## config.mk

```make
export PLATFORM = sky130hd
export DESIGN_NAME = three_motor_pwm_deadband
export DESIGN_NICKNAME = d
export VERILOG_FILES = /design/src/rtl/tmpd_pkg.sv /design/src/rtl/tmpd_cfg.sv /design/src/rtl/tmpd_duty.sv /design/src/rtl/three_motor_pwm_deadband.sv
export VERILOG_INCLUDE_DIRS = /design/src /design/src/rtl
export SDC_FILE = /design/constraint.sdc
export NUM_CORES = 1
export LEC_CHECK = 0
export ABC_AREA = 1
export BUFFER_PORTS_ARGS = -buffer_cell sky130_fd_sc_hd__buf_2
export CORE_MARGIN = 10
export CORE_UTILIZATION = 54
export CTS_BUF_LIST = sky130_fd_sc_hd__clkbuf_4
export CTS_CLUSTER_DIAMETER = 60
export CTS_CLUSTER_SIZE = 8
export DETAILED_ROUTE_END_ITERATION = 12
export PLACE_DENSITY = 0.75
export SETUP_SLACK_MARGIN = 0.2
export SKIP_CTS_REPAIR_TIMING = 1
export SYNTH_ARGS = -nofsm -noshare
export SYNTH_HDL_FRONTEND = slang
export SYNTH_SLANG_ARGS = --single-unit
```

## constraint.sdc

```tcl
create_clock -name clk -period 3.6 [get_ports clk]
set_input_delay 0.36 -clock clk [delete_from_list [all_inputs] [get_ports clk]]
set_output_delay 0.36 -clock clk [all_outputs]
set_load 0.03 [all_outputs]
```

## src/rtl/three_motor_pwm_deadband_assert.svh

```systemverilog
// Assertion macros shared by the motor PWM block.
`ifndef THREE_MOTOR_PWM_DEADBAND_ASSERT_SVH
`define THREE_MOTOR_PWM_DEADBAND_ASSERT_SVH

// Check cons in the same cycle as ante, outside reset.
`define TMPD_ASSERT_NOW(lbl, ante, cons, msg) \
  lbl: assert property (@(posedge clk) disable iff (!rst_n) (ante) |-> (cons)) else $error(msg);

// Check cons in the cycle after ante, outside reset.
`define TMPD_ASSERT_NEXT(lbl, ante, cons, msg) \
  lbl: assert property (@(posedge clk) disable iff (!rst_n) (ante) |=> (cons)) else $error(msg);

`endif

```

## src/rtl/tmpd_pkg.sv

```systemverilog
// Types, codes and reset constants for the three-motor PWM block.
package tmpd_pkg;

  localparam int SampleW = 8;
  localparam int StepW   = 7;
  localparam int PortW   = 6;
  localparam int NumMot  = 3;
  localparam int CfgIdxW = 2;
  localparam int CfgDataW = 8;

  localparam logic [SampleW-1:0] RevLimitRst = 8'd120;
  localparam logic [SampleW-1:0] FwdLimitRst = 8'd135;
  localparam logic [StepW-1:0]   PeriodRst   = 7'd100;
  localparam logic [7:0]         RevBase     = 8'd80;
  localparam logic [7:0]         FwdBase     = 8'd20;

  // Item kinds
  localparam logic KIND_LOAD = 1'b0;
  localparam logic KIND_TICK = 1'b1;

  // Configuration register indexes
  localparam logic [CfgIdxW-1:0] CFG_REV_LIMIT = 2'd0;
  localparam logic [CfgIdxW-1:0] CFG_FWD_LIMIT = 2'd1;
  localparam logic [CfgIdxW-1:0] CFG_PERIOD    = 2'd2;

  typedef struct packed {
    logic               kind;
    logic [SampleW-1:0] sample_a;
    logic [SampleW-1:0] sample_b;
    logic [SampleW-1:0] sample_c;
  } in_item_t;

  typedef struct packed {
    logic [PortW-1:0] port_value;
    logic [StepW-1:0] step_index;
  } out_item_t;

  typedef struct packed {
    logic [SampleW-1:0] rev_limit;
    logic [SampleW-1:0] fwd_limit;
    logic [StepW-1:0]   period;
  } cfg_regs_t;

  // A period of zero behaves as one.
  function automatic logic [StepW-1:0] eff_period(input logic [StepW-1:0] p);
    eff_period = (p == '0) ? StepW'(1) : p;
  endfunction

endpackage

```

## src/rtl/tmpd_cfg.sv

```systemverilog
// Configuration register file: limits and PWM period.
module tmpd_cfg (
  input  logic                           clk,
  input  logic                           rst_n,
  input  logic                           cfg_valid,
  output logic                           cfg_ready,
  input  logic [tmpd_pkg::CfgIdxW-1:0]   cfg_index,
  input  logic [tmpd_pkg::CfgDataW-1:0]  cfg_data,
  output tmpd_pkg::cfg_regs_t            regs
);
  import tmpd_pkg::*;

  cfg_regs_t regs_r;

  // Always take writes; unknown indexes are dropped
  assign cfg_ready = 1'b1;
  assign regs      = regs_r;

  always_ff @(posedge clk) begin
    if (!rst_n) begin
      regs_r.rev_limit <= RevLimitRst;
      regs_r.fwd_limit <= FwdLimitRst;
      regs_r.period    <= PeriodRst;
    end else if (cfg_valid) begin
      unique case (cfg_index)
        CFG_REV_LIMIT: regs_r.rev_limit <= cfg_data;
        CFG_FWD_LIMIT: regs_r.fwd_limit <= cfg_data;
        CFG_PERIOD:    regs_r.period    <= cfg_data[StepW-1:0];
        default: ;
      endcase
    end
  end

endmodule

```

## src/rtl/tmpd_duty.sv

```systemverilog
// Sample to duty and direction mapping for one motor.
module tmpd_duty (
  input  logic [tmpd_pkg::SampleW-1:0] sample,
  input  tmpd_pkg::cfg_regs_t          regs,
  output logic [tmpd_pkg::StepW-1:0]   duty,
  output logic                         fwd
);
  import tmpd_pkg::*;

  logic [SampleW:0]   half_up;   // ceil(v/2), up to 128
  logic [SampleW-1:0] fwd_diff;
  logic [7:0]         raw;
  logic [StepW-1:0]   per;

  always_comb begin
    per      = eff_period(regs.period);
    half_up  = ({1'b0, sample} + 9'd1) >> 1;
    fwd_diff = sample - regs.fwd_limit;
    fwd      = 1'b0;
    // Reverse test wins where the limits overlap
    if (sample < regs.rev_limit) begin
      raw = (half_up > {1'b0, RevBase}) ? 8'd0 : (RevBase - half_up[7:0]);
    end else if (sample > regs.fwd_limit) begin
      raw = FwdBase + {1'b0, fwd_diff[SampleW-1:1]};
      fwd = 1'b1;
    end else begin
      raw = 8'd0;
    end
    // Saturate to the period
    duty = (raw > {1'b0, per}) ? per : raw[StepW-1:0];
  end

endmodule

```

## src/rtl/three_motor_pwm_deadband.sv

```systemverilog
// Ticks pass the input register, then the result register; loads stop at motor state.
// Throughput: one item per cycle unless a held tick waits on a result not yet taken;
// a load updates duty and direction, a tick emits one result. Mapping is combinational.
// Reset: synchronous active-low; limits 120/135, period 100, duty, direction and step cleared.
// Configuration writes are taken every cycle and must arrive while the block is idle.
module three_motor_pwm_deadband (
  input  logic                          clk,
  input  logic                          rst_n,
  input  logic                          in_valid,
  output logic                          in_ready,
  input  tmpd_pkg::in_item_t            in_data,
  output logic                          out_valid,
  input  logic                          out_ready,
  output tmpd_pkg::out_item_t           out_data,
  input  logic                          cfg_valid,
  output logic                          cfg_ready,
  input  logic [tmpd_pkg::CfgIdxW-1:0]  cfg_index,
  input  logic [tmpd_pkg::CfgDataW-1:0] cfg_data
);
  import tmpd_pkg::*;
  `include "three_motor_pwm_deadband_assert.svh"

  cfg_regs_t        regs;
  in_item_t         inq_r;
  logic             inq_valid_r;
  out_item_t        out_r;
  logic             out_valid_r;
  logic [StepW-1:0] duty_r [NumMot];
  logic [NumMot-1:0] fwd_bits_r;
  logic [StepW-1:0] step_r;
  logic [StepW-1:0] step_nxt;
  logic [StepW-1:0] duty_new [NumMot];
  logic [NumMot-1:0] fwd_new;
  logic [PortW-1:0] port_nxt;
  logic [StepW-1:0] per;
  logic             is_load;
  logic             adv;

  tmpd_cfg u_cfg (
    .clk       (clk),
    .rst_n     (rst_n),
    .cfg_valid (cfg_valid),
    .cfg_ready (cfg_ready),
    .cfg_index (cfg_index),
    .cfg_data  (cfg_data),
    .regs      (regs)
  );

  tmpd_duty u_duty_a (.sample(inq_r.sample_a), .regs(regs), .duty(duty_new[0]), .fwd(fwd_new[0]));
  tmpd_duty u_duty_b (.sample(inq_r.sample_b), .regs(regs), .duty(duty_new[1]), .fwd(fwd_new[1]));
  tmpd_duty u_duty_c (.sample(inq_r.sample_c), .regs(regs), .duty(duty_new[2]), .fwd(fwd_new[2]));

  // Retire the held item when a load, or when the result slot frees up
  assign is_load  = (inq_r.kind == KIND_LOAD);
  assign adv      = inq_valid_r && (is_load || !out_valid_r || out_ready);
  assign in_ready = !inq_valid_r || adv;

  assign out_valid = out_valid_r;
  assign out_data  = out_r;

  // Build the six-bit port value for the current step and the wrapped next step
  always_comb begin
    per = eff_period(regs.period);
    for (int ch = 0; ch < NumMot; ch++) begin
      port_nxt[2*ch]   = fwd_bits_r[ch];
      port_nxt[2*ch+1] = (step_r < duty_r[ch]);
    end
    if (({1'b0, step_r} + 8'd1) >= {1'b0, per}) begin
      step_nxt = '0;
    end else begin
      step_nxt = step_r + StepW'(1);
    end
  end

  // Input register
  always_ff @(posedge clk) begin
    if (!rst_n) begin
      inq_valid_r <= 1'b0;
    end else if (in_ready) begin
      inq_valid_r <= in_valid;
    end
    if (in_ready && in_valid) begin
      inq_r <= in_data;
    end
  end

  // Motor state: loads latch duty and direction and restart the step
  always_ff @(posedge clk) begin
    if (!rst_n) begin
      for (int ch = 0; ch < NumMot; ch++) begin
        duty_r[ch] <= '0;
      end
      fwd_bits_r <= '0;
      step_r     <= '0;
    end else if (adv) begin
      if (is_load) begin
        for (int ch = 0; ch < NumMot; ch++) begin
          duty_r[ch] <= duty_new[ch];
        end
        fwd_bits_r <= fwd_new;
        step_r     <= '0;
      end else begin
        step_r <= step_nxt;
      end
    end
  end

  // Result register
  always_ff @(posedge clk) begin
    if (!rst_n) begin
      out_valid_r <= 1'b0;
    end else if (adv && !is_load) begin
      out_valid_r <= 1'b1;
    end else if (out_ready) begin
      out_valid_r <= 1'b0;
    end
    if (adv && !is_load) begin
      out_r.port_value <= port_nxt;
      out_r.step_index <= step_r;
    end
  end

  `TMPD_ASSERT_NEXT(a_load_restarts_step, adv && is_load, step_r == '0, "load did not clear step")
  `TMPD_ASSERT_NEXT(a_tick_gives_result, adv && !is_load, out_valid_r, "tick lost its result")
  `TMPD_ASSERT_NEXT(a_no_repeat, out_valid_r && out_ready && !(adv && !is_load), !out_valid_r,
                    "result repeated after transfer")
  `TMPD_ASSERT_NOW(a_stall_only_when_full, !in_ready, inq_valid_r && out_valid_r && !out_ready,
                   "input stalled without cause")

endmodule
```

==> impl_metrics.py <==
metrics = {
    "place": {
        "place_inst": 1333,
        "hpwl_microns": 15400,
        "gp_congestion": 0.896,
        "place_ws_ns": -0.0601,
        "portBuffers": 54,
    },
    "timing": {
        "holdWs_ns": 0.0344,
        "timing.fmax_mhz": 291,
        "setup_viol": 0,
        "tns_ns": 0,
        "period_minus_slack_ns": 3.44,
        "setup_ws_ns": 0.164,
        "hold_viol": 0,
        "period_share": 0.955,
        "slew_headroom": 0.316,
        "slew_violations": 0,
        "rsz0062_at_grt": "true",
        "tightest_slew_ns": 1.02,
        "clock_skew_ns": 0.0272,
    },
    "critical_path": {
        "crit_arrival_ns": 3.71,
        "startpoint_type": "flip-flop",
        "crit_path_top_delay_cell": "edfxtp_1",
        "critPathKind": "flip-flop to flip-flop",
        "worstPathMaxFanout": 6,
        "crit_cells": 28,
        "endpoint_kind": "flip-flop",
        "path_buf_inv": 4,
        "max_stage_delay_ns": 0.47,
        "reg2reg_depth": 28,
        "crit_family": "simple AND/OR/NAND/NOR gates",
        "required_ns": 3.87,
    },
    "clocking": {
        "path_clk_slew_ns": 0.15,
        "cts_tree": "built",
        "cts_root_buffer": "clkbuf_4",
        "clk-insertion-delay-late_ns": 0.49,
        "cts-buffers-inserted": 9,
        "clockBufferDepth": 2,
        "h-tree-depth": 3,
        "clock_sinks": 94,
    },
    "grt": {
        "grt_use_total": 0.185,
        "grt_antenna_before_repair": 0,
        "gr-total-overflow": 0,
        "grt_max_degree": 30,
        "grt_pass1_wl_microns": 30600,
        "grt_pass1_vias": 6431,
    },
    "synthesis": {
        "avgSynthCellArea_sq_um": 7.21,
        "synth_cells": 1084,
        "synth_cell_types": 42,
        "syn_area_sq_mm": 0.00781,
        "yosys.area.top_type": "edfxtp_1",
        "synth_top_area_share": 0.227,
        "ys_warn_count": 0,
        "synth_area_leaders": "edfxtp_1, ha_1, nand2_1, dfxtp_1, inv_1",
        "yosysSeqAreaShare": 0.316,
        "synth_seq_cells": 94,
        "syn_nets": 1228,
    },
    "cells_and_area": {
        "drive_gt1_frac": 0.278,
        "fillers": 1110,
        "multi_input_area_sq_mm": 0.00551,
        "layout_commonest_cell": "nand2_1",
        "most-common-layout-cells": "nand2_1, inv_1, nand3_1",
        "syn_to_final_growth_pct": 25.5,
        "diodes": 0,
        "final_cells": 1391,
        "layout.area.seq_sq_mm": 0.00248,
        "layout.nets": 1350,
    },
    "routing": {
        "route.detailed.drc": 0,
        "drt-total-wl_microns": 20800,
        "vias_per_cell": 5.32,
        "drt-initial-drc-count": 659,
        "wire_per_inst_microns": 14.9,
        "drtPass1Iterations": 5,
        "drtAntennaViolNets": 0,
        "routed-via-count": 7397,
    },
    "min_path": {
        "hold_path.class": "primary input to flip-flop",
        "whs_path_depth": 1,
    },
    "die": {
        "chipWidth_microns": 140,
        "rows": 43,
        "start_util": 0.557,
        "die_h_microns": 140,
        "die_area_sq_mm": 0.0197,
        "io_pins": 56,
        "core_sq_mm": 0.0140,
    },
    "power_and_ir_drop": {
        "power_leakage_nw": 4.71,
        "ir_drop_mv": 0.338,
        "power.density_mw_per_mm2": 306,
    },
    "run_status": {
        "status": "finished clean",
    },
    "job": {
        "cap_viol_max_count": 0,
    },
}
==> per-stage QoR <==
step / util / cell area, sq um / power, mW
5_1_grt: 0.698 / 9810 / 3.20
4_1_cts: 0.609 / 8550 / 2.64
3_5_place_dp: 0.600 / 8430 / 2.13
6_report: 0.698 / 9810 / 3.00
3_3_place_gp: 0.600 / 8430 / 2.11
2_1_floorplan: - / 7820 / 1.91
==> synth_stat cells <==
cell type,instances
a21boi_2,2
o211ai_1,10
nand4_1,20
dfxtp_1,35
o21a_1,8
inv_2,2
o21ai_1,1
xor2_2,2
ha_1,101
nand2_2,18
or2_2,3
o31ai_1,1
buf_2,1
o21ai_0,39
nor3_1,5
inv_1,175
and2_1,2
a31oi_1,1
nand2_1,300
nor2_1,88
nor4_1,1
nand3_1,89
a21o_1,2
clkinv_1,3
nor2_4,5
buf_6,3
a31o_2,1
o21bai_1,3
clkbuf_1,4
a21oi_2,1
nand3_2,1
nand2_4,1
buf_4,2
edfxtp_1,59
nor2_2,5
a21oi_1,64
xor2_1,9
fa_1,3
nand3b_1,6
conb_1,1
xnor2_1,5
o22ai_1,2
==> layout make-up <==
cell class | instances | share of cell area
multi-input cells | 803 | 0.562
flip-flops and latches | 94 | 0.253
repair buffers | 118 | 0.0813
inverters | 180 | 0.0697
well taps | 180 | 0.0230
clock buffers | 11 | 0.00842
clock inverters | 5 | 0.00345
==> sequential cells by signal, summed over array words and instances, names as in the netlist <==
signal       cells
inq_r           25
u_cfg.regs      23
duty_r          21
out_data        13
step_r           7
fwd_bits_r       3
inq_valid_r      1
out_valid        1
==> kinds of logic (layout without fill, tap and decap cells) <==
family | count (synthesis) | after routing | share of synthesized area
AND/OR/NAND/NOR | 544 | 547 | 0.301
buffers and inverters | 190 | 314 | 0.0953
AO/OA/AOI/OAI | 135 | 135 | 0.0972
adder cells (fa/ha/maj) | 104 | 104 | 0.169
flip-flops | 94 | 94 | 0.316
XOR/XNOR | 16 | 16 | 0.0199
other | 1 | 1 | 0.000480
==> per-layer routing <==
layer	GRT usage	share of wire
met1	0.242	0.44
met2	0.298	0.49
met3	0.0389	0.049
met4	0.0620	0.027
met5	0	0
==> path summary, 6_finish.rpt <==
check                                   start            end  slack (ns)
worst max-delay path                 inq_r[8]  duty_r[0][10]        0.16
worst max register to register       inq_r[8]  duty_r[0][10]        0.16
worst min-delay path              in_data[18]      inq_r[18]        0.03
worst min register to register  u_cfg.regs[0]  u_cfg.regs[0]        0.48
==> report_power, final <==
| part | switching (mW) | internal [mW] | leakage [nW] | total [mW] |
|---|---|---|---|---|
| clock network | 0.364 | 0.160 | 0.0698 | 0.524 |
| logic | 0.734 | 0.514 | 3.77 | 1.25 |
| registers | 0.0318 | 1.20 | 0.867 | 1.23 |
| total | 1.13 | 1.87 | 4.71 | 3.00 |
Power figures use the tool's default switching activity.
